$ cat src/rtl/fwrk_pkg.sv
// shared constants and types for the keyed-removal fifo
package fwrk_pkg;

    localparam int DEPTH        = 16;
    localparam int KEY_BITS     = 32;
    localparam int PAYLOAD_BITS = 64;
    localparam int KIND_BITS    = 3;
    localparam int COUNT_BITS   = $clog2(DEPTH + 1);

    typedef enum logic [KIND_BITS-1:0] {
        KIND_ENQUEUE = 3'd0,
        KIND_DEQUEUE = 3'd1,
        KIND_PEEK    = 3'd2,
        KIND_CLEAR   = 3'd3,
        KIND_REMOVE  = 3'd4
    } kind_t;

    // command broadcast from the controller to every cell
    typedef struct packed {
        logic                    shift_all;
        logic                    remove;
        logic [KEY_BITS-1:0]     key;
        logic [PAYLOAD_BITS-1:0] payload;
    } fwrk_cmd_t;

endpackage

$ cat src/rtl/fwrk_cell.sv
// one storage cell of the queue chain: holds a key and a payload
module fwrk_cell (
    input  logic                             clk,
    input  fwrk_pkg::fwrk_cmd_t              cmd,
    input  logic                             live,
    input  logic                             write_here,
    input  logic                             found_in,
    input  logic [fwrk_pkg::KEY_BITS-1:0]    nbr_key,
    input  logic [fwrk_pkg::PAYLOAD_BITS-1:0] nbr_payload,
    output logic                             found_out,
    output logic [fwrk_pkg::KEY_BITS-1:0]    key,
    output logic [fwrk_pkg::PAYLOAD_BITS-1:0] payload
);
    import fwrk_pkg::*;

    logic [KEY_BITS-1:0]     key_reg;
    logic [KEY_BITS-1:0]     key_next;
    logic [PAYLOAD_BITS-1:0] payload_reg;
    logic [PAYLOAD_BITS-1:0] payload_next;
    logic                    match;

    // first match from the head: ripples down the chain
    assign match     = live && (key_reg == cmd.key);
    assign found_out = found_in || match;

    always_comb
    begin
        key_next     = key_reg;
        payload_next = payload_reg;
        if (write_here)
        begin
            key_next     = cmd.key;
            payload_next = cmd.payload;
        end
        else if (cmd.shift_all || (cmd.remove && found_out))
        begin
            key_next     = nbr_key;
            payload_next = nbr_payload;
        end
    end

    always_ff @(posedge clk)
    begin
        key_reg     <= key_next;
        payload_reg <= payload_next;
    end

    assign key     = key_reg;
    assign payload = payload_reg;

endmodule

$ cat src/rtl/fifo_with_remove_by_key.sv
// top level of the fifo with removal by key, built as a chain of cells
//
//  channel | handshake           | payload
//  --------+---------------------+--------------------------------------------------
//  in      | in_valid / in_ready | kind, entry_key, entry_payload
//  out     | out_valid/out_ready | ok, head_key, head_payload, occupancy, is_empty,
//          |                     | is_full
//
// one transaction per cycle while the output register is empty or being drained:
// the result appears in the output register in the cycle after acceptance, set by
// the single pass through the cell chain (match ripple and shift)
// reset clears the count and the output valid; cell contents are left as they are
// a new transaction is taken while the output register is empty or being drained
module fifo_with_remove_by_key (
    input  logic                              clk,
    input  logic                              rst_n,
    input  logic                              in_valid,
    output logic                              in_ready,
    input  logic [fwrk_pkg::KIND_BITS-1:0]    kind,
    input  logic [fwrk_pkg::KEY_BITS-1:0]     entry_key,
    input  logic [fwrk_pkg::PAYLOAD_BITS-1:0] entry_payload,
    output logic                              out_valid,
    input  logic                              out_ready,
    output logic                              ok,
    output logic [fwrk_pkg::KEY_BITS-1:0]     head_key,
    output logic [fwrk_pkg::PAYLOAD_BITS-1:0] head_payload,
    output logic [fwrk_pkg::COUNT_BITS-1:0]   occupancy,
    output logic                              is_empty,
    output logic                              is_full
);
    import fwrk_pkg::*;

    // queue occupancy; entries sit in cells 0 .. count-1 with the head in cell 0
    logic [COUNT_BITS-1:0]   count_reg;
    logic [COUNT_BITS-1:0]   count_next;

    // output register
    logic                    out_valid_reg;
    logic                    out_valid_next;
    logic                    ok_reg;
    logic                    ok_next;
    logic [KEY_BITS-1:0]     head_key_reg;
    logic [KEY_BITS-1:0]     head_key_next;
    logic [PAYLOAD_BITS-1:0] head_payload_reg;
    logic [PAYLOAD_BITS-1:0] head_payload_next;

    logic                    in_fire;
    logic                    has_entries;
    logic                    has_room;
    logic                    do_enqueue;
    fwrk_cmd_t               cmd;

    logic [KEY_BITS-1:0]     cell_key     [DEPTH];
    logic [PAYLOAD_BITS-1:0] cell_payload [DEPTH];
    logic [DEPTH:0]          found;

    assign in_ready    = !out_valid_reg || out_ready;
    assign in_fire     = in_valid && in_ready;
    assign has_entries = (count_reg != '0);
    assign has_room    = (count_reg != COUNT_BITS'(DEPTH));

    // decode the transaction into the command seen by every cell
    always_comb
    begin
        do_enqueue    = 1'b0;
        cmd.shift_all = 1'b0;
        cmd.remove    = 1'b0;
        cmd.key       = entry_key;
        cmd.payload   = entry_payload;
        if (in_fire)
        begin
            case (kind_t'(kind))
                KIND_ENQUEUE: do_enqueue    = has_room;
                KIND_DEQUEUE: cmd.shift_all = has_entries;
                KIND_REMOVE:  cmd.remove    = 1'b1;
                default:      ;
            endcase
        end
    end

    // the cell chain; the last cell pulls its own contents, never used
    assign found[0] = 1'b0;

    for (genvar i = 0; i < DEPTH; i++)
    begin : g_cell
        logic [KEY_BITS-1:0]     nbr_key;
        logic [PAYLOAD_BITS-1:0] nbr_payload;

        if (i == DEPTH - 1)
        begin : g_last
            assign nbr_key     = cell_key[i];
            assign nbr_payload = cell_payload[i];
        end
        else
        begin : g_mid
            assign nbr_key     = cell_key[i+1];
            assign nbr_payload = cell_payload[i+1];
        end

        fwrk_cell u_cell (
            .clk         (clk),
            .cmd         (cmd),
            .live        (COUNT_BITS'(i) < count_reg),
            .write_here  (do_enqueue && (count_reg == COUNT_BITS'(i))),
            .found_in    (found[i]),
            .nbr_key     (nbr_key),
            .nbr_payload (nbr_payload),
            .found_out   (found[i+1]),
            .key         (cell_key[i]),
            .payload     (cell_payload[i])
        );
    end

    // count update and result of the transaction
    always_comb
    begin
        count_next        = count_reg;
        ok_next           = ok_reg;
        head_key_next     = head_key_reg;
        head_payload_next = head_payload_reg;
        out_valid_next    = out_valid_reg && !out_ready;
        if (in_fire)
        begin
            out_valid_next    = 1'b1;
            ok_next           = 1'b0;
            head_key_next     = '0;
            head_payload_next = '0;
            case (kind_t'(kind))
                KIND_ENQUEUE:
                begin
                    ok_next = has_room;
                    if (has_room)
                        count_next = count_reg + COUNT_BITS'(1);
                end
                KIND_DEQUEUE, KIND_PEEK:
                begin
                    ok_next = has_entries;
                    if (has_entries)
                    begin
                        head_key_next     = cell_key[0];
                        head_payload_next = cell_payload[0];
                        if (kind_t'(kind) == KIND_DEQUEUE)
                            count_next = count_reg - COUNT_BITS'(1);
                    end
                end
                KIND_CLEAR:
                begin
                    ok_next    = 1'b1;
                    count_next = '0;
                end
                KIND_REMOVE:
                begin
                    // any live match anywhere in the chain
                    ok_next = found[DEPTH];
                    if (found[DEPTH])
                        count_next = count_reg - COUNT_BITS'(1);
                end
                default: ;
            endcase
        end
    end

    always_ff @(posedge clk or negedge rst_n)
    begin
        if (!rst_n)
        begin
            count_reg     <= '0;
            out_valid_reg <= 1'b0;
        end
        else
        begin
            count_reg     <= count_next;
            out_valid_reg <= out_valid_next;
        end
    end

    always_ff @(posedge clk)
    begin
        ok_reg           <= ok_next;
        head_key_reg     <= head_key_next;
        head_payload_reg <= head_payload_next;
    end

    // occupancy flags follow the count held after the last transaction
    assign out_valid    = out_valid_reg;
    assign ok           = ok_reg;
    assign head_key     = head_key_reg;
    assign head_payload = head_payload_reg;
    assign occupancy    = count_reg;
    assign is_empty     = (count_reg == '0);
    assign is_full      = (count_reg == COUNT_BITS'(DEPTH));

    // count never passes the number of cells
    a_count_range: assert property (@(posedge clk) disable iff (!rst_n)
        count_reg <= COUNT_BITS'(DEPTH))
        else $error("occupancy beyond depth");

    // enqueue into a full queue is refused
    a_full_reject: assert property (@(posedge clk) disable iff (!rst_n)
        (in_fire && (kind == KIND_ENQUEUE) && !has_room) |=> (!ok && is_full))
        else $error("enqueue into full queue accepted");

    // head fields are zero on a failed transaction
    a_head_zero: assert property (@(posedge clk) disable iff (!rst_n)
        (out_valid && !ok) |-> ((head_key == '0) && (head_payload == '0)))
        else $error("head fields set on failed transaction");

    // a dequeue of a non-empty queue lowers the count by one
    a_deq_count: assert property (@(posedge clk) disable iff (!rst_n)
        (in_fire && (kind == KIND_DEQUEUE) && has_entries)
            |=> (count_reg == $past(count_reg) - COUNT_BITS'(1)))
        else $error("dequeue count mismatch");

endmodule

$ cat config.mk
export PLATFORM = sky130hd
export DESIGN_NAME = fifo_with_remove_by_key
export DESIGN_NICKNAME = d
export VERILOG_FILES = /design/src/rtl/fwrk_pkg.sv /design/src/rtl/fwrk_cell.sv /design/src/rtl/fifo_with_remove_by_key.sv
export SDC_FILE = /design/constraint.sdc
export NUM_CORES = 2
export LEC_CHECK = 0
export BUFFER_PORTS_ARGS = -buffer_cell sky130_fd_sc_hd__buf_4
export CORE_ASPECT_RATIO = 1.25
export CORE_UTILIZATION = 59
export CTS_CLUSTER_DIAMETER = 120
export DETAILED_ROUTE_END_ITERATION = 10
export GPL_TIMING_DRIVEN = 0
export PLACE_DENSITY = 0.83
export REMOVE_ABC_BUFFERS = 1
export SLEW_MARGIN = 20
export SYNTH_ARGS = -nofsm -noshare
export SYNTH_HDL_FRONTEND = slang
export SYNTH_SLANG_ARGS = --single-unit
$ cat constraint.sdc
create_clock -name clk -period 13.9 [get_ports clk]
set_input_delay 0.695 -clock clk [delete_from_list [all_inputs] [get_ports clk]]
set_output_delay 0.695 -clock clk [all_outputs]
set_load 0.05 [all_outputs]
==> metrics.txt <==
share of the synthesized area in the top cell type=0.654; Setup Total Neg Slack=0 ns; P&R area growth vs syn=12.7%; Nets=4790; DIE HEIGHT=401 µm; Util after Layout=0.673; post-synthesis sequential area ratio=0.656; Initial Util=0.597; Detail Route Antenna Nets=0; most frequent CP cell=buf_12; insertion delay to the later sink of the worst-skew pair=0.82 ns; RSZ-0062 raised after global routing=no; dpl hpwl=around 120000 µm; Relative slew margins=0.250; switching power=about 0.0024 W; CTS sink count=1639; Sw Share=0.232; worst hold slack=0.111 ns; yosys warns=0; maximum clock path buffer count=3; total power=0.0103 W; Remaining Overflow, GRT=0; Post-synth top cells=1633 x edfxtp_1, 1440 x mux2_2, 342 x xor2_1; I/O Pins=approximately 210; Tmin final=between 5 and 6 ns; final std cells w/o fill=6493; Setup-failing EPs final=0; most common cell in the synthesized netlist=edfxtp_1; worst path bufs/invs=4; initial DRC count=3730; highest clock rate=around 200 MHz; CTS tree=done; Rows=145; synthesized cell area=75000 µm²; H-tree levels=4; Largest register FFs=1024; Slew @ Worst Pin=1.12 ns; Leakage=28.0 nW; GR Util All Layers=0.285; dpl cells=6213; PortBufs=208; CTS Hold Bufs=1; Worst Setup End Kind=flip-flop; sequential share of power=0.539; antenna violations before repair=2; number of global-route vias before repair=41.5k; DIE WIDTH=321 µm; drt first pass iters=5; Post-Syn Instances=between 4k and 5k; Post-synth EDFFs=approximately 1.6k; slowest stage delay, CP=1.00 ns; CP max FO=42; worst-case vdd ir drop=around 0.12 mV; WL final=182000 µm; Die ar.=129000 µm²; Worst-path clk slew=0.07 ns; Via Count=40.6k; Combinational Power Share=0.063; synth top area cells=edfxtp_1 65%, mux2_2 22%, xor2_1 4.0%; status=complete, no violations; DR vias/cell=6.26; Async SR Flop Fraction=0.00366; first-pass GRT wire length=271000 µm; total setup buffers inserted after CTS=0; CP startpoint kind=flip-flop; largest net degree at the start of global routing=66; Root Driver=clkbuf_16; Resized cells post-CTS=0; clock network fraction of total power=0.399; Main synth FF type=edfxtp_1; ratio of final minimum period to clock period=0.365; max-slew violations=0; area leader, netlist=edfxtp_1; post-synthesis register bit count=1639; CP max-delay cell=dfrtp_1; layout cells sized above 1=0.422; pwr/cell area=122 nW/µm²; Synth cell types=52; hold crit path type=input pin to flip-flop; gate family responsible for the most delay along the worst path=simple AND/OR/NAND/NOR gates; drt wl/cell=between 20 and 30 µm; cts bufs inserted=156; Placer Congestion=0.935; Worst Path Arrival=5.53 ns; crit-path cells=inv_1, nand4_1, nand4b_1, nor3_2, nand3_4, buf_12, nand2_1, or2_4, buf_12, buf_16; syn avg cell area=16.5 µm²; required time of the critical path=14.36 ns; max_cap viols=0; Hold Fails Final Rpt=0; Core Region=126000 µm²; DRC Markers=0; Worst Clk Skew=approximately 0.047 ns; Crit Path Class=flip-flop to flip-flop; Pint=0.00790 W
## worst paths after layout
path | from | endpoint | slack [ns] | cells after the start
worst max-delay path | occupancy[2] | g_cell[14].u_cell.key[22] | 8.82 | 10
worst min-delay path | in_valid | out_valid | 0.11 | 2
worst max register to register | occupancy[2] | g_cell[14].u_cell.key[22] | 8.82 | 10
worst min register to register | g_cell[0].u_cell.payload[21] | head_payload[21] | 0.51 | 1
max in group asynchronous | rst_n | out_valid | 13.53 | 2
min in group asynchronous | rst_n | occupancy[0] | 0.24 | 2
## logic make-up after synthesis
family                     synth area share
adders and majority gates          0.000834
AOI/OAI and AO/OA                   0.00536
buffers and inverters                0.0210
and+or+nand+nor                      0.0405
DFF                                   0.656
muxes                                 0.216
xor gates and xnor gates             0.0604
## per-stage QoR
step                      area, µm²  setup WS, ns
after detailed placement      79700          8.40
after floorplan               73500         0.312
after CTS                     84500          8.38
final                         84500          8.82
after global placement        77100         -9.43
after global routing          84500          8.49
## layout by cell type (no fill, tap or decap), drive strengths merged, types with 66 or more instances in the layout
master     n
edfxtp  1633
mux2    1440
xor2     342
buf      337
clkbuf   192
xnor2    175
nor4     134
and2     100
nand4     75
clkinv    66
## layout make-up
| cell class | instances | area [µm²] |
|---|---|---|
| tap | 1690 | 2110 |
| clock inverter | 86 | 772 |
| timing repair buffer | 338 | 3810 |
| multi-input combinational | 2537 | 24500 |
| clock buffer | 192 | 4060 |
| inverter | 10 | 42.5 |
| fill | 8155 | 41000 |
| antenna | 1 | 2.50 |
| sequential | 1639 | 49200 |
## power by group through the flow
stage	logic, W	registers [W]	clock network [W]
final	0.000644	0.00554	0.00410
after global routing	0.000679	0.00555	0.00433
after CTS	0.000639	0.00554	0.00415
after detailed placement	0.000634	0.00565	0
after global placement	0.000598	0.00567	0
after floorplan	0.000248	0.00571	0
## layer usage
| metal | GRT usage | vias to the layer above | share of wire |
|---|---|---|---|
| met5 | 0 | - | 0.000066 |
| met4 | 0.102 | 2 | 0.036 |
| met3 | 0.0401 | 359 | 0.057 |
| met2 | 0.489 | 1551 | 0.51 |
| met1 | 0.371 | 21100 | 0.40 |
| li1 | - | 17600 | - |
Note: power is estimated with default switching activity, not from simulation.
